[config.mk]
export PLATFORM = sky130hd
export DESIGN_NAME = lap_stopwatch
export DESIGN_NICKNAME = d
export VERILOG_FILES = /design/src/sv/lsw_pkg.sv /design/src/sv/lsw_ram.sv /design/src/sv/lsw_ctrl.sv /design/src/sv/lsw_split.sv /design/src/sv/lap_stopwatch.sv
export VERILOG_INCLUDE_DIRS = /design/src /design/src/sv
export SDC_FILE = /design/constraint.sdc
export NUM_CORES = 1
export LEC_CHECK = 0
export BUFFER_PORTS_ARGS = -buffer_cell sky130_fd_sc_hd__buf_4
export CAP_MARGIN = 5
export CORE_MARGIN = 4
export CORE_UTILIZATION = 33
export CTS_CLUSTER_SIZE = 8
export DETAILED_ROUTE_END_ITERATION = 8
export SLEW_MARGIN = 20
export SYNTH_ARGS = -nofsm -noshare
export SYNTH_HDL_FRONTEND = slang
export SYNTH_SLANG_ARGS = --single-unit
[constraint.sdc]
create_clock -name clock -period 19.5 [get_ports clock]
set_clock_uncertainty 0.05 [all_clocks]
set_input_delay 0.975 -clock clock [delete_from_list [all_inputs] [get_ports clock]]
set_output_delay 0.975 -clock clock [all_outputs]
set_load 0.005 [all_outputs]
[src/sv/lap_stopwatch_macros.svh]
// Assertion macros for the lap stopwatch.
`ifndef LAP_STOPWATCH_MACROS_SVH
`define LAP_STOPWATCH_MACROS_SVH
`ifndef SYNTH
// Same-cycle implication check.
`define LSW_ASSERT_IMP(label, clk, rst, ante, cons) \
   label: assert property (@(posedge clk) disable iff (rst) (ante) |-> (cons)) \
      else $error("%m: check failed");
// Next-cycle implication check.
`define LSW_ASSERT_NEXT(label, clk, rst, ante, cons) \
   label: assert property (@(posedge clk) disable iff (rst) (ante) |=> (cons)) \
      else $error("%m: check failed");
`else
`define LSW_ASSERT_IMP(label, clk, rst, ante, cons)
`define LSW_ASSERT_NEXT(label, clk, rst, ante, cons)
`endif
`endif

[src/sv/lsw_pkg.sv]
// Shared constants, codes and types of the lap stopwatch.
`timescale 1ns / 1ps
`default_nettype none
package lsw_pkg;

   localparam int MAX_LAPS  = 15;
   localparam int VIEW_ROWS = 3;
   localparam int ADDR_W    = $clog2(MAX_LAPS);

   localparam int CNT_W   = 4;
   localparam int MIN_W   = 6;
   localparam int SEC_W   = 6;
   localparam int FRAC_W  = 7;
   localparam int PHASE_W = 5;

   localparam int PHASE_STEP  = 2;
   localparam int PHASE_MOD   = 32;
   localparam int FRAC_MULT   = 3;
   localparam int SEC_PER_MIN = 60;
   localparam int MIN_LIMIT   = 60;
   localparam int FRAC_BASE   = 100;

   // action codes
   localparam logic [2:0] ACT_TICK  = 3'd0;
   localparam logic [2:0] ACT_ENTER = 3'd1;
   localparam logic [2:0] ACT_UP    = 3'd2;
   localparam logic [2:0] ACT_DOWN  = 3'd3;
   localparam logic [2:0] ACT_EXIT  = 3'd4;
   localparam logic [2:0] ACT_CLEAR = 3'd5;
   localparam logic [2:0] ACT_READ  = 3'd6;

   // mode codes
   localparam logic [1:0] MODE_RUN   = 2'd0;
   localparam logic [1:0] MODE_STOP  = 2'd1;
   localparam logic [1:0] MODE_INIT  = 2'd2;
   localparam logic [1:0] MODE_CLOSE = 2'd3;

   typedef struct packed {
      logic [MIN_W-1:0]  m;
      logic [SEC_W-1:0]  s;
      logic [FRAC_W-1:0] f;
   } stamp_type;

   localparam int STAMP_W = $bits(stamp_type);

   // one request after the state update, handed to the lap stage
   typedef struct packed {
      logic [1:0]        mode;
      logic [MIN_W-1:0]  minutes;
      logic [SEC_W-1:0]  seconds;
      logic [FRAC_W-1:0] fraction;
      logic [CNT_W-1:0]  lap_count;
      logic [CNT_W-1:0]  view_top;
      stamp_type         now;
      logic              store;
      logic              read;
      logic              has_prev;
      logic [ADDR_W-1:0] wr_addr;
      logic [ADDR_W-1:0] rd_addr;
   } item_type;

   typedef struct packed {
      logic              en;
      logic [ADDR_W-1:0] addr;
      stamp_type         lap;
      stamp_type         split;
   } wr_type;

   localparam int REQ_W = 8;
   localparam int RSP_W = 72;

   typedef struct packed {
      logic             pad;
      logic [CNT_W-1:0] lap_index;
      logic [2:0]       action;
   } req_type;

   typedef struct packed {
      logic [4:0]        pad;
      logic [FRAC_W-1:0] split_fraction;
      logic [SEC_W-1:0]  split_seconds;
      logic [MIN_W-1:0]  split_minutes;
      logic [FRAC_W-1:0] lap_fraction;
      logic [SEC_W-1:0]  lap_seconds;
      logic [MIN_W-1:0]  lap_minutes;
      logic [CNT_W-1:0]  view_top;
      logic [CNT_W-1:0]  lap_count;
      logic [FRAC_W-1:0] fraction;
      logic [SEC_W-1:0]  seconds;
      logic [MIN_W-1:0]  minutes;
      logic [1:0]        mode;
   } rsp_type;

endpackage
`default_nettype wire

[src/sv/lsw_ram.sv]
// Generic single-write, single-read RAM with registered read data.
`timescale 1ns / 1ps
`default_nettype none
module lsw_ram #(
   parameter int WIDTH = 8,
   parameter int DEPTH = 16
) (
   input  wire logic                     clock,
   input  wire logic                     wr_en,
   input  wire logic [$clog2(DEPTH)-1:0] wr_addr,
   input  wire logic [WIDTH-1:0]         wr_data,
   input  wire logic                     rd_en,
   input  wire logic [$clog2(DEPTH)-1:0] rd_addr,
   output logic      [WIDTH-1:0]         rd_data
);

   logic [WIDTH-1:0] mem_ff [DEPTH];

   always_ff @(posedge clock) begin
      if (wr_en) begin
         mem_ff[wr_addr] <= wr_data;
      end
      if (rd_en) begin
         rd_data <= mem_ff[rd_addr];
      end
   end

endmodule
`default_nettype wire

[src/sv/lsw_ctrl.sv]
// Scalar watch state: counters, mode, lap count and view window.
`timescale 1ns / 1ps
`default_nettype none
module lsw_ctrl (
   input  wire logic               clock,
   input  wire logic               reset,
   input  wire logic               accept,
   input  wire logic [2:0]         action,
   input  wire logic [lsw_pkg::CNT_W-1:0] lap_index,
   output lsw_pkg::item_type       item
);

   logic [1:0]                   mode_ff,  mode_in;
   logic [lsw_pkg::MIN_W-1:0]    min_ff,   min_in;
   logic [lsw_pkg::SEC_W-1:0]    sec_ff,   sec_in;
   logic [lsw_pkg::PHASE_W-1:0]  phase_ff, phase_in;
   logic [lsw_pkg::CNT_W-1:0]    laps_ff,  laps_in;
   logic [lsw_pkg::CNT_W-1:0]    top_ff,   top_in;

   logic [lsw_pkg::PHASE_W:0]    ph_sum;
   logic [lsw_pkg::SEC_W-1:0]    sec_inc;
   logic [lsw_pkg::MIN_W-1:0]    min_inc;
   logic [lsw_pkg::CNT_W:0]      laps_inc;
   logic [lsw_pkg::CNT_W:0]      laps_after;
   logic [lsw_pkg::CNT_W:0]      view_end;
   logic                         store;
   logic                         read;
   logic [1:0]                   mode_out;

   always_comb begin
      mode_in  = mode_ff;
      min_in   = min_ff;
      sec_in   = sec_ff;
      phase_in = phase_ff;
      laps_in  = laps_ff;
      top_in   = top_ff;
      store    = 1'b0;
      read     = 1'b0;

      ph_sum     = {1'b0, phase_ff} + (lsw_pkg::PHASE_W+1)'(lsw_pkg::PHASE_STEP);
      sec_inc    = sec_ff + 1'b1;
      min_inc    = min_ff + 1'b1;
      laps_inc   = {1'b0, laps_ff} + 1'b1;
      view_end   = {1'b0, top_ff} + (lsw_pkg::CNT_W+1)'(lsw_pkg::VIEW_ROWS);
      laps_after = {1'b0, laps_ff};

      case (action)
         lsw_pkg::ACT_TICK: begin
            if (mode_ff == lsw_pkg::MODE_RUN) begin
               phase_in = ph_sum[lsw_pkg::PHASE_W-1:0];
               if (ph_sum >= (lsw_pkg::PHASE_W+1)'(lsw_pkg::PHASE_MOD)) begin
                  if (sec_inc >= lsw_pkg::SEC_W'(lsw_pkg::SEC_PER_MIN)) begin
                     sec_in = '0;
                     min_in = min_inc;
                     if (min_inc >= lsw_pkg::MIN_W'(lsw_pkg::MIN_LIMIT)) begin
                        min_in  = lsw_pkg::MIN_W'(lsw_pkg::MIN_LIMIT);
                        mode_in = lsw_pkg::MODE_STOP;
                     end
                  end else begin
                     sec_in = sec_inc;
                  end
               end
            end
         end
         lsw_pkg::ACT_ENTER: begin
            if (mode_ff != lsw_pkg::MODE_RUN) begin
               mode_in  = lsw_pkg::MODE_RUN;
               min_in   = '0;
               sec_in   = '0;
               phase_in = '0;
               laps_in  = '0;
               top_in   = '0;
            end else begin
               if ({1'b0, laps_ff} < (lsw_pkg::CNT_W+1)'(lsw_pkg::MAX_LAPS)) begin
                  store      = 1'b1;
                  laps_in    = laps_inc[lsw_pkg::CNT_W-1:0];
                  laps_after = laps_inc;
                  // keep the newest lap inside the view window
                  if ((view_end + 1'b1 == laps_inc) &&
                      (laps_inc > (lsw_pkg::CNT_W+1)'(lsw_pkg::VIEW_ROWS))) begin
                     top_in = top_ff + 1'b1;
                  end
               end
               if (laps_after >= (lsw_pkg::CNT_W+1)'(lsw_pkg::MAX_LAPS)) begin
                  mode_in = lsw_pkg::MODE_STOP;
               end
            end
         end
         lsw_pkg::ACT_UP: begin
            if (top_ff != '0) begin
               top_in = top_ff - 1'b1;
            end
         end
         lsw_pkg::ACT_DOWN: begin
            if (view_end < {1'b0, laps_ff}) begin
               top_in = top_ff + 1'b1;
            end
         end
         lsw_pkg::ACT_CLEAR: begin
            mode_in  = lsw_pkg::MODE_INIT;
            min_in   = '0;
            sec_in   = '0;
            phase_in = '0;
            laps_in  = '0;
            top_in   = '0;
         end
         lsw_pkg::ACT_READ: begin
            if ((lap_index < laps_ff) &&
                ({1'b0, lap_index} < (lsw_pkg::CNT_W+1)'(lsw_pkg::MAX_LAPS))) begin
               read = 1'b1;
            end
         end
         default: begin
         end
      endcase

      // exit: stop, or report a close request when already stopped
      mode_out = mode_in;
      if (action == lsw_pkg::ACT_EXIT) begin
         if (mode_in == lsw_pkg::MODE_STOP) begin
            mode_out = lsw_pkg::MODE_CLOSE;
         end else begin
            mode_in  = lsw_pkg::MODE_STOP;
            mode_out = lsw_pkg::MODE_STOP;
         end
      end

      item.mode      = mode_out;
      item.minutes   = min_in;
      item.seconds   = sec_in;
      item.fraction  = lsw_pkg::FRAC_W'(phase_in) * lsw_pkg::FRAC_W'(lsw_pkg::FRAC_MULT);
      item.lap_count = laps_in;
      item.view_top  = top_in;
      item.now.m     = min_ff;
      item.now.s     = sec_ff;
      item.now.f     = lsw_pkg::FRAC_W'(phase_ff) * lsw_pkg::FRAC_W'(lsw_pkg::FRAC_MULT);
      item.store     = store;
      item.read      = read;
      item.has_prev  = (laps_ff != '0);
      item.wr_addr   = lsw_pkg::ADDR_W'(laps_ff);
      item.rd_addr   = store ? lsw_pkg::ADDR_W'(laps_ff - 1'b1)
                             : lsw_pkg::ADDR_W'(lap_index);
   end

   always_ff @(posedge clock) begin
      if (reset) begin
         mode_ff  <= lsw_pkg::MODE_INIT;
         min_ff   <= '0;
         sec_ff   <= '0;
         phase_ff <= '0;
         laps_ff  <= '0;
         top_ff   <= '0;
      end else if (accept) begin
         mode_ff  <= mode_in;
         min_ff   <= min_in;
         sec_ff   <= sec_in;
         phase_ff <= phase_in;
         laps_ff  <= laps_in;
         top_ff   <= top_in;
      end
   end

endmodule
`default_nettype wire

[src/sv/lsw_split.sv]
// Lap stage: memory read-back with forwarding, split math, store and result register.
`timescale 1ns / 1ps
`default_nettype none
module lsw_split (
   input  wire logic                clock,
   input  wire logic                reset,
   input  wire logic                accept,
   input  wire lsw_pkg::item_type   item,
   input  wire lsw_pkg::stamp_type  rd_lap,
   input  wire lsw_pkg::stamp_type  rd_split,
   input  wire logic                rsp_ready,
   output logic                     ready,
   output lsw_pkg::wr_type          wr,
   output logic                     rsp_valid,
   output lsw_pkg::rsp_type         rsp_data
);

   logic                s1_valid_ff, s1_valid_in;
   lsw_pkg::item_type   s1_ff;
   logic                fwd_ff, fwd_in;
   lsw_pkg::stamp_type  fwd_lap_ff;
   lsw_pkg::stamp_type  fwd_split_ff;
   logic                out_valid_ff, out_valid_in;
   lsw_pkg::rsp_type    out_ff, out_in;

   logic                s1_go;
   lsw_pkg::stamp_type  prev_lap;
   lsw_pkg::stamp_type  prev_split;
   lsw_pkg::stamp_type  diff;
   lsw_pkg::stamp_type  lap_out;
   lsw_pkg::stamp_type  split_out;
   logic [lsw_pkg::FRAC_W:0] df;
   logic [lsw_pkg::SEC_W:0]  ds;
   logic [lsw_pkg::MIN_W:0]  dm;

   assign s1_go = s1_valid_ff && (!out_valid_ff || rsp_ready);
   assign ready = !s1_valid_ff || s1_go;

   always_comb begin
      // entry written by the item ahead in the same cycle comes from the forward copy
      prev_lap   = fwd_ff ? fwd_lap_ff   : rd_lap;
      prev_split = fwd_ff ? fwd_split_ff : rd_split;

      df = {1'b0, s1_ff.now.f} - {1'b0, prev_lap.f};
      ds = {1'b0, s1_ff.now.s} - {1'b0, prev_lap.s} - (lsw_pkg::SEC_W+1)'(df[lsw_pkg::FRAC_W]);
      dm = {1'b0, s1_ff.now.m} - {1'b0, prev_lap.m} - (lsw_pkg::MIN_W+1)'(ds[lsw_pkg::SEC_W]);

      diff = '0;
      if (s1_ff.has_prev) begin
         diff.f = df[lsw_pkg::FRAC_W] ?
                  lsw_pkg::FRAC_W'(df + (lsw_pkg::FRAC_W+1)'(lsw_pkg::FRAC_BASE)) :
                  df[lsw_pkg::FRAC_W-1:0];
         diff.s = ds[lsw_pkg::SEC_W] ?
                  lsw_pkg::SEC_W'(ds + (lsw_pkg::SEC_W+1)'(lsw_pkg::SEC_PER_MIN)) :
                  ds[lsw_pkg::SEC_W-1:0];
         diff.m = dm[lsw_pkg::MIN_W] ? '0 : dm[lsw_pkg::MIN_W-1:0];
      end

      wr.en    = s1_go && s1_ff.store;
      wr.addr  = s1_ff.wr_addr;
      wr.lap   = s1_ff.now;
      wr.split = diff;

      lap_out   = '0;
      split_out = '0;
      if (s1_ff.store) begin
         lap_out   = s1_ff.now;
         split_out = diff;
      end else if (s1_ff.read) begin
         lap_out   = prev_lap;
         split_out = prev_split;
      end

      out_in.pad            = '0;
      out_in.mode           = s1_ff.mode;
      out_in.minutes        = s1_ff.minutes;
      out_in.seconds        = s1_ff.seconds;
      out_in.fraction       = s1_ff.fraction;
      out_in.lap_count      = s1_ff.lap_count;
      out_in.view_top       = s1_ff.view_top;
      out_in.lap_minutes    = lap_out.m;
      out_in.lap_seconds    = lap_out.s;
      out_in.lap_fraction   = lap_out.f;
      out_in.split_minutes  = split_out.m;
      out_in.split_seconds  = split_out.s;
      out_in.split_fraction = split_out.f;

      s1_valid_in  = accept ? 1'b1 : (s1_go ? 1'b0 : s1_valid_ff);
      out_valid_in = s1_go ? 1'b1 : (rsp_ready ? 1'b0 : out_valid_ff);
      fwd_in       = wr.en && (wr.addr == item.rd_addr);
   end

   always_ff @(posedge clock) begin
      if (reset) begin
         s1_valid_ff  <= 1'b0;
         out_valid_ff <= 1'b0;
      end else begin
         s1_valid_ff  <= s1_valid_in;
         out_valid_ff <= out_valid_in;
      end
   end

   always_ff @(posedge clock) begin
      if (accept) begin
         s1_ff        <= item;
         fwd_ff       <= fwd_in;
         fwd_lap_ff   <= wr.lap;
         fwd_split_ff <= wr.split;
      end
      if (s1_go) begin
         out_ff <= out_in;
      end
   end

   assign rsp_valid = out_valid_ff;
   assign rsp_data  = out_ff;

endmodule
`default_nettype wire

[src/sv/lap_stopwatch.sv]
// Top level of the lap stopwatch with lap and split memories.
//
//  channel  dir  tdata fields (low bit up)
//  req_     in   action[2:0] lap_index[6:3], zero pad to 8 bits
//  rsp_     out  mode[1:0] minutes[7:2] seconds[13:8] fraction[20:14]
//                lap_count[24:21] view_top[28:25] lap_minutes[34:29]
//                lap_seconds[40:35] lap_fraction[47:41] split_minutes[53:48]
//                split_seconds[59:54] split_fraction[66:60], zero pad to 72
//
// One request per cycle sustained while rsp_tready is high. Control state updates at
// acceptance; the lap and split memories are read then and their registered data is
// used in the lap stage, where the split is computed and a new lap written back
// (same-entry hits forwarded). A response passes the lap stage, then the output
// register; with rsp_ stalled, each of the two holds one request before req_tready
// drops. Synchronous reset clears control state; the memories need no clearing.
`timescale 1ns / 1ps
`default_nettype none
`include "lap_stopwatch_macros.svh"
module lap_stopwatch (
   input  wire logic                      clock,
   input  wire logic                      reset,
   input  wire logic                      req_tvalid,
   output logic                           req_tready,
   input  wire logic [lsw_pkg::REQ_W-1:0] req_tdata,  // action, lap_index
   output logic                           rsp_tvalid,
   input  wire logic                      rsp_tready,
   // mode, minutes, seconds, fraction, lap_count, view_top, lap_minutes,
   // lap_seconds, lap_fraction, split_minutes, split_seconds, split_fraction
   output logic      [lsw_pkg::RSP_W-1:0] rsp_tdata
);

   lsw_pkg::req_type    req_fields;
   lsw_pkg::rsp_type    rsp_fields;
   lsw_pkg::item_type   item;
   lsw_pkg::wr_type     wr;
   lsw_pkg::stamp_type  rd_lap;
   lsw_pkg::stamp_type  rd_split;
   logic                accept;

   assign req_fields = req_tdata;
   assign accept     = req_tvalid && req_tready;

   lsw_ctrl u_ctrl (
      .clock     (clock),
      .reset     (reset),
      .accept    (accept),
      .action    (req_fields.action),
      .lap_index (req_fields.lap_index),
      .item      (item)
   );

   // lap times
   lsw_ram #(
      .WIDTH (lsw_pkg::STAMP_W),
      .DEPTH (lsw_pkg::MAX_LAPS)
   ) u_lap_ram (
      .clock   (clock),
      .wr_en   (wr.en),
      .wr_addr (wr.addr),
      .wr_data (wr.lap),
      .rd_en   (accept),
      .rd_addr (item.rd_addr),
      .rd_data (rd_lap)
   );

   // split times, same addressing as the lap times
   lsw_ram #(
      .WIDTH (lsw_pkg::STAMP_W),
      .DEPTH (lsw_pkg::MAX_LAPS)
   ) u_split_ram (
      .clock   (clock),
      .wr_en   (wr.en),
      .wr_addr (wr.addr),
      .wr_data (wr.split),
      .rd_en   (accept),
      .rd_addr (item.rd_addr),
      .rd_data (rd_split)
   );

   lsw_split u_split (
      .clock     (clock),
      .reset     (reset),
      .accept    (accept),
      .item      (item),
      .rd_lap    (rd_lap),
      .rd_split  (rd_split),
      .rsp_ready (rsp_tready),
      .ready     (req_tready),
      .wr        (wr),
      .rsp_valid (rsp_tvalid),
      .rsp_data  (rsp_fields)
   );

   assign rsp_tdata = rsp_fields;

   // the view window never starts past the last stored lap
   `LSW_ASSERT_IMP(a_view_in_range, clock, reset, rsp_tvalid,
      (rsp_fields.view_top == '0) || (rsp_fields.view_top < rsp_fields.lap_count))
   // a running watch is always below the minute limit
   `LSW_ASSERT_IMP(a_run_below_limit, clock, reset,
      rsp_tvalid && (rsp_fields.mode == lsw_pkg::MODE_RUN),
      rsp_fields.minutes < lsw_pkg::MIN_W'(lsw_pkg::MIN_LIMIT))
   // laps are only written inside the store
   `LSW_ASSERT_IMP(a_store_addr, clock, reset, wr.en,
      wr.addr < lsw_pkg::ADDR_W'(lsw_pkg::MAX_LAPS))
   // a write always produces a response in the next cycle
   `LSW_ASSERT_NEXT(a_write_responds, clock, reset, wr.en, rsp_tvalid)

endmodule
`default_nettype wire
# [After elaboration in Yosys (flattened, before gate mapping)]
# Memories as Yosys holds them, arrays and structs flattened. A register that Yosys moved wholly into a read port is not among the register bits.
# Cells that the tools add are included.
[classes] addsub=16 mul=2 div=0 order_cmp=9 n_eq_ne=9 shift=0 n_mux=58 n_bitwise=0 n_reduce_logical=17
[op_table] operator="19-bit two-way mux" count=7
[op_table] operator="6-bit two-way mux" count=11
[op_table] operator="6-bit case mux with 3 select lines" count=2
[op_table] operator="4-bit two-way mux" count=8
[op_table] operator="5-bit two-way mux" count=5
[op_table] operator="2-bit two-way mux" count=10
[op_table] operator="6-bit >= comparator, second input constant" count=3
[op_table] operator="4-bit case mux with 4 select lines" count=1
[op_table] operator="5-bit case mux with 3 select lines" count=1
[op_table] operator="5-bit by 2-bit multiplier with 7-bit output, second input constant" count=2
[op_table] operator="6-bit by 6-bit subtractor with 7-bit output" count=2
[op_table] operator="7-bit by 1-bit subtractor with 7-bit output" count=2
[op_table] operator="6-bit by 1-bit adder with 6-bit output, second input constant" count=2
[op_table] operator="1-bit two-way mux" count=10
[op_table] operator="3-bit equality test, second input constant" count=3
[op_table] operator="4-bit < comparator, second input constant" count=2
[op_table] operator="4-bit case mux with 2 select lines" count=1
[op_table] operator="4-bit nonzero test" count=2
[op_table] operator="4-bit by 1-bit subtractor with 4-bit output, second input constant" count=2
[op_table] operator="7-bit by 7-bit subtractor with 8-bit output" count=1
[op_table] operator="7-bit adder, second input constant" count=1
[op_table] operator="7-bit two-way mux" count=1
[op_table] operator="5-bit by 2-bit adder with 6-bit output, second input constant" count=1
[op_table] operator="6-bit adder, second input constant" count=1
[op_table] operator="20 further kinds" count=30
[word_totals] ff_bits=190 latchBits=0 ram_bits=570 rom_bits=0 in_bits=12 out_inout_bits=74 word_cells=153 mem_count=2
[memory_table] memory="u_lap_ram.mem_ff" depth=15 width=19 read_ports=1 rd_ports_with_merged_regs=1 write_ports=1 line_no="lsw_ram.sv:17" text="logic [WIDTH-1:0] mem_ff [DEPTH];"
[memory_table] memory="u_split_ram.mem_ff" depth=15 width=19 read_ports=1 rd_ports_with_merged_regs=1 write_ports=1 line_no="lsw_ram.sv:17"

# [Logic depth before layout (Yosys ltp)]
# Gate-level depths: netlist of run 1.
[logic_depth] depth_word=11 depth_mapped=26 ltp_nobuf=25

# [Cells and area by module]
# From an unflattened synthesis of run 1, not the netlist that was laid out.
[unflattened] cells_unflattened=2052 hier_area_um2=33639.8
[modules_own_cells] module="lsw_ram (u_lap_ram)" n_inst=1 cells_per_inst=555 area_each_um2=11564.8
[modules_own_cells] module="lsw_ram (u_split_ram)" n_inst=1 cells_per_inst=543 area_each_um2=11531.1
[modules_own_cells] module="lsw_split" n_inst=1 cells_per_inst=485 area_each_um2=7241.9
[modules_own_cells] module="lsw_ctrl" n_inst=1 cells_per_inst=468 area_each_um2=3295.7
[modules_own_cells] module="lap_stopwatch" n_inst=1 cells_per_inst=1 area_each_um2=6.3

# [Worst setup path before layout of run 1]
# OpenSTA, ideal clock, no wires.
[synth_timing] path_kind="register to register" startpoint="register u_split.fwd_ff" endpoint="register u_split.fwd_split_ff[13] (netlist name), data pin" setup_time_ps=277 arrival_time_ps=6536 slack_ps=12637 path_stages_with_launch=27 path_buffers=1 period_less_slack_ps=6863 path_cell_list="edfxtp_1 clkbuf_1 mux2i_1 ha_1 nor2b_1 o21a_1 o21a_1 o2111ai_1 nand2_1 fa_1 fa_1 nand2b_1 a21oi_1 o21bai_1 a21oi_1 xor2_1 xnor2_1 ha_1 a21o_1 fa_1 nand2b_1 a21oi_1 o21bai_1 a21oi_1 xnor2_1 nand2_1 nor2_1"
[synth_rtl] element="from (decl)" line_no="lsw_split.sv:20" text="logic fwd_ff, fwd_in;"
[synth_rtl] element="from (signal assigned)" line_no="lsw_split.sv:106" text="fwd_ff <= fwd_in;"
[synth_rtl] element="to (signal assigned)" line_no="lsw_split.sv:108" text="fwd_split_ff <= wr.split;"
[synth_rtl] element="to (decl)" line_no="lsw_split.sv:22" text="lsw_pkg::stamp_type fwd_split_ff;"

==> results_dict.tcl, run 1 <==
set metrics [dict create \
    crit_fanout 38 \
    fmax_mhz 121 \
    ys_async_sr_fraction_pct 0 \
    cts.clk_slew.worst_paths_ns 0.05 \
    powerDensity_nw_per_um2 104 \
    slowest_delay_ns 0.79 \
    cts.sinks 798 \
    yosysWarnings 0 \
    finalSetupViolCount 0 \
    die_w_um 324 \
    finalPower_mw 3.98 \
    mostFrequentLayoutCell "edfxtp_1" \
    cts_tree "yes" \
    drcViolationCount 0 \
    avgSynthCellArea_um2 16.7 \
    routedWlPerCell_um 22.9 \
    p_leak_nw 12.9 \
    portBuffers 79 \
    place_congestion 0.790 \
    hpwl_mm 41.5 \
    hp-class "reg2reg" \
    finalCritPeriodShare_pct 42.4 \
    synth-edff-count 769 \
    worstSetupPathType "reg2reg" \
    status "finished, final reports clean" \
    area_delta_synth_final_pct 15.5 \
    grt_overflow 0 \
    synth_top_area_share_pct 70.0 \
    grt_pass1_vias 18400 \
    postCtsSetupBuffers 0 \
    initial_core_util_pct 33.4 \
    peakVddDrop_v 0.0000766 \
    grt_antenna_before_repair 0 \
    ys_types 77 \
    fin_tns_setup_ns 0 \
    first_pass_iters 5 \
    holdWs_ns 0.358 \
    syn-cell-area_um2 33000 \
    finalHoldViolCount 0 \
    cts_buffer_depth 3 \
    clockRootBuffer "clkbuf_16" \
    dieArea_um2 105000 \
    post_drt_via_cell_ratio 5.24 \
    layout-drive-gt1-share_pct 18.5 \
    layout_common_cells "769 x edfxtp_1, 130 x nand2_1, 114 x mux4_2" \
    drt_iter0_drc 1561 \
    worstMarginPinSlew_ns 1.07 \
    ys.flop_type "edfxtp_1" \
    yosysTopAreaCell "edfxtp_1" \
    hold_start "u_split.out_in[13]" \
    grt_max_degree 184 \
    vias 17900 \
    r2r_start "u_split.fwd_ff" \
    diodes 0 \
    syn_inst 1973 \
    filler_cell_count 8859 \
    postCtsHoldBufs 0 \
    ant_nets 0 \
    std_cell_rows 115 \
    crit_path_top_delay_cell "nor2_1" \
    synth_area_leaders "edfxtp_1 70%, mux4_2 7.8%, mux2i_1 2.3%, ha_1 2.2%, dfxtp_1 1.8%" \
    grtUsageTotal_pct 14.8 \
    htreeDepth 3 \
    cts_resized 0 \
    required_ns 19.79 \
    ios 86 \
    crit_top_cell "a21oi_1" \
    slew_viol_final 0 \
    final_area_um2 38100 \
    crit_arrival_ns 8.56 \
    setup.worst_path.start_class "flop" \
    rsz0062_at_grt "false" \
    utilization_pct 38.6 \
    slew_headroom_pct 28.4 \
    numCtsBuffers 109 \
    ys_ff_latch 798 \
    worst_setup_path_end_kind "flop" \
    drv_cap 0 \
    routed_wl_mm 78.3 \
    place_area_um2 35100 \
    fp.dieH_um 324 \
    final_net_count 2177 \
    ys_seq_area_share_pct 71.7 \
    grt_pass1_wl_mm 117 \
    clock_latency_ns 0.67 \
    core_area_um2 98900 \
    critPathLaunch "u_split.fwd_ff" \
    period_minus_slack_ns 8.27 \
]
per-layer routing:
metal / share of wire, % / global-route usage [%] / wire, um
met4: 2.6 / 5.18 / 2010
met3: 5.8 / 2.46 / 4510
met1: 41 / 19.0 / 32300
met2: 50 / 25.7 / 39500
met5: 0 / 0 / 0
critical path, delay by kind of cell, from the launching register on:
| family | cells | cell delay, ns |
|---|---|---|
| muxes | 1 | 0.42 |
| AOI/OAI and AO/OA | 10 | 2.06 |
| and+or+nand+nor | 6 | 1.76 |
| adders and majority gates | 5 | 1.90 |
| buffers and inverters | 1 | 0.66 |
| xor gates and xnor gates | 3 | 0.74 |
| DFF | 1 | 0.32 |
logic make-up after synthesis:
family	synth area share [%]
flops	71.7
simple gates	5.25
compound gates	6.44
mux	10.5
buf+inv	2.36
fa+ha+maj	2.60
xor+xnor	1.13
other cells	0.0114
Yosys cell counts, drive strengths merged (27+ instances only):
cell / number
xnor2: 30
ha: 59
a22oi: 40
a211oi: 43
inv: 60
o21ai: 63
nor2: 113
buf: 47
mux2i: 76
a21oi: 88
nor3: 27
clkbuf: 56
edfxtp: 769
mux4: 114
dfxtp: 29
nand2: 130
state kept, by name, indices dropped and copies added (netlist names):
| register | count |
|---|---|
| u_ctrl.min_ff | 6 |
| u_split.fwd_ff | 1 |
| u_split.wr | 23 |
| u_split.rsp_valid | 1 |
| u_split.s1_valid_ff | 1 |
| u_split_ram.rd_data | 19 |
| u_split_ram.mem_ff | 285 |
| u_ctrl.sec_ff | 6 |
| u_split.rsp_data | 67 |
| u_split.out_in | 29 |
| u_split.fwd_split_ff | 19 |
| u_ctrl.phase_ff | 5 |
| u_lap_ram.mem_ff | 285 |
| u_ctrl.mode_ff | 2 |
| u_ctrl.laps_ff | 4 |
| u_ctrl.top_ff | 4 |
| u_lap_ram.rd_data | 19 |
| u_split.fwd_lap_ff | 19 |
| u_split.s1_ff | 3 |
layout make-up:
type                    count  area (um2)  area share [%]
clock buffers             134        2820            7.40
inverters                  61         234           0.614
well taps                1287        1610            4.22
flip-flops and latches    798       23700            62.1
multi-input cells        1015        8740            22.9
repair buffers            115         888            2.33
clock inverters             7         165           0.433
through the flow:
stage               worst slack, ns  instances
floorplan                     12.64       1977
detailed placement            11.32       3276
global route                  10.59       3417
CTS                           11.28       3417
global placement              11.49       3276
finish                        11.23       3417
worst paths after layout:
path / slack (ns) / cells past startpoint / endpoint
setup / recovery: 11.23 / 26 / u_split_ram.mem_ff[1][18]
hold / removal: 0.36 / 0 / u_split.rsp_data[13]
setup reg to reg: 11.23 / 26 / u_split_ram.mem_ff[1][18]
hold reg to reg: 0.36 / 0 / u_split.rsp_data[13]
power by group:
part | total (mW) | internal [mW] | switching, mW | leakage [nW]
registers | 1.98 | 1.96 | 0.0252 | 7.41
clock network | 1.68 | 1.00 | 0.677 | 1.44
logic | 0.318 | 0.116 | 0.202 | 4.07
No activity file was read; power rests on OpenSTA's default activity.
==> run 2: changes to the inputs <==
- clock period: 19.5 -> 6.8 ns (I/O delays scaled with it)
==> run 2 against run 1 <==
Via count up 0.69%. Largest cell class unchanged. Largest power group unchanged. Global-route usage up 0.38 points. Die area unchanged.
==> results_dict.tcl, run 2 (synthesis results as in run 1) <==
set metrics [dict create \
    status "finished, final reports clean" \
    fp.dieH_um 324 \
    layout_common_cells "769 x edfxtp_1, 136 x buf_4, 128 x nand2_1" \
    grt_max_degree 121 \
    post_drt_via_cell_ratio 5.23 \
    cts_buffer_depth 3 \
    finalCritPeriodShare_pct 94.8 \
    clockRootBuffer "clkbuf_16" \
    grt_pass1_wl_mm 120 \
    hpwl_mm 43.8 \
    r2r_start "u_split.fwd_ff" \
    core_area_um2 98900 \
    grt_antenna_before_repair 1 \
    crit_arrival_ns 6.91 \
    grtUsageTotal_pct 15.2 \
    portBuffers 79 \
    ios 86 \
    finalSetupViolCount 0 \
    layout-drive-gt1-share_pct 19.8 \
    final_net_count 2205 \
    powerDensity_nw_per_um2 299 \
    grt_pass1_vias 18800 \
    worst_setup_path_end_kind "flop" \
    mostFrequentLayoutCell "edfxtp_1" \
    critPathLaunch "u_split.fwd_ff" \
    cts.clk_slew.worst_paths_ns 0.05 \
    setup.worst_path.start_class "flop" \
    routedWlPerCell_um 23.2 \
    worstSetupPathType "reg2reg" \
    hp-class "in2reg" \
    clock_latency_ns 0.66 \
    rrSetupSlack_ns 0.35 \
    finalPower_mw 11.5 \
    drt_iter0_drc 1648 \
    diodes 0 \
    placedCellCount 3296 \
    die_w_um 324 \
    reg2reg_depth 26 \
    initial_core_util_pct 33.4 \
    fin_tns_setup_ns 0 \
    first_pass_iters 5 \
    drv_cap 0 \
    dieArea_um2 105000 \
    endpoint "u_split_ram.mem_ff[4][13]" \
    worstMarginPinSlew_ns 1.09 \
    peakVddDrop_v 0.000224 \
    numCtsBuffers 110 \
    hold_start "req_tdata[1]" \
    grt_overflow 0 \
    place_congestion 0.805 \
    vias 18000 \
    crit_fanout 16 \
    cts.sinks 798 \
    final_cells 3445 \
    filler_cell_count 8837 \
    area_delta_synth_final_pct 16.4 \
    whs_path_depth 3 \
    fmax_mhz 155 \
    slew_headroom_pct 27.1 \
    finalHoldViolCount 0 \
    ant_nets 0 \
    std_cell_rows 115 \
    routed_wl_mm 79.9 \
    p_leak_nw 13.1 \
    required_ns 7.26 \
    r2r_end "u_split_ram.mem_ff[4][13]" \
    slew_viol_final 0 \
    period_minus_slack_ns 6.45 \
    utilization_pct 38.9 \
    drcViolationCount 0 \
    htreeDepth 3 \
    cts_tree "yes" \
]
run 2: changes by cell type in the layout (fill, tap and decap cells not counted), sizes merged:
cell,previous run,this run
buf,115,138
clkinv,5,7
dlygate4sd3,0,4
inv,63,62
run 2: layout make-up:
cell class / instances / area, um2 / share of cell area [%]
Timing Repair Buffer: 142 / 1100 / 2.87
Sequential cell: 798 / 23700 / 61.6
Clock inverter: 8 / 170 / 0.443
Multi-Input combinational cell: 1015 / 8760 / 22.8
Clock buffer: 134 / 2860 / 7.46
Tap cell: 1287 / 1610 / 4.19
Inverter: 61 / 234 / 0.609
run 2: how the worst min path moves through the flow:
stage | slack (ns) | end
global route | 0.06 | u_ctrl.mode_ff[1]
finish | 0.06 | u_ctrl.mode_ff[1]
floorplan | 0.35 | u_split.rsp_data[0]
global placement | 0.36 | u_split.rsp_data[7]
detailed placement | 0.36 | u_split.rsp_data[0]
CTS | 0.01 | u_ctrl.mode_ff[1]
run 2: stage by stage:
stage | instance area (um2) | hold WS, ns | worst slack, ns
global route | 38400 | 0.0618 | -0.0510
global placement | 35300 | 0.359 | 0.129
floorplan | 33000 | 0.350 | -0.0625
detailed placement | 35300 | 0.357 | -0.0146
finish | 38400 | 0.0628 | 0.351
CTS | 38400 | 0.0132 | 0.0918
run 2: timing repair:
action | in CTS | in global routing
resized for setup | 2 | 4
hold buffers | 4 | 0
hold endpoints to repair | 3 | 0
gates cloned | 0 | 0
setup endpoints to repair | 16 | 101
setup buffers | 0 | 3
run 2: worst max-delay path, cell delays in order (launching register included):
cell       delay (ns)
edfxtp_1         0.48
mux2i_1          0.28
ha_1             0.26
nor2b_1          0.13
o21a_1           0.18
o21a_1           0.23
o2111ai_2        0.27
nand2_2          0.17
fa_1             0.49
fa_1             0.46
nand2b_1         0.17
a21oi_2          0.20
o21bai_1         0.11
a21oi_2          0.23
xor2_1           0.24
xnor2_1          0.11
ha_1             0.20
a21o_1           0.18
fa_1             0.43
nand2b_1         0.16
a21oi_1          0.21
o21bai_1         0.08
a21oi_1          0.17
xnor2_1          0.18
nand2_2          0.17
nor2_2           0.19
buf_4            0.22
run 2: report_power, final:
| part | switching [mW] | internal (mW) |
|---|---|---|
| registers | 0.0637 | 5.61 |
| clock network | 1.95 | 2.92 |
| logic | 0.598 | 0.351 |
run 2: layer usage:
layer	part of all wire (%)	global-route usage [%]
met1	42	19.7
met5	0	0
met3	5.2	2.38
met2	51	26.6
met4	2.3	4.53
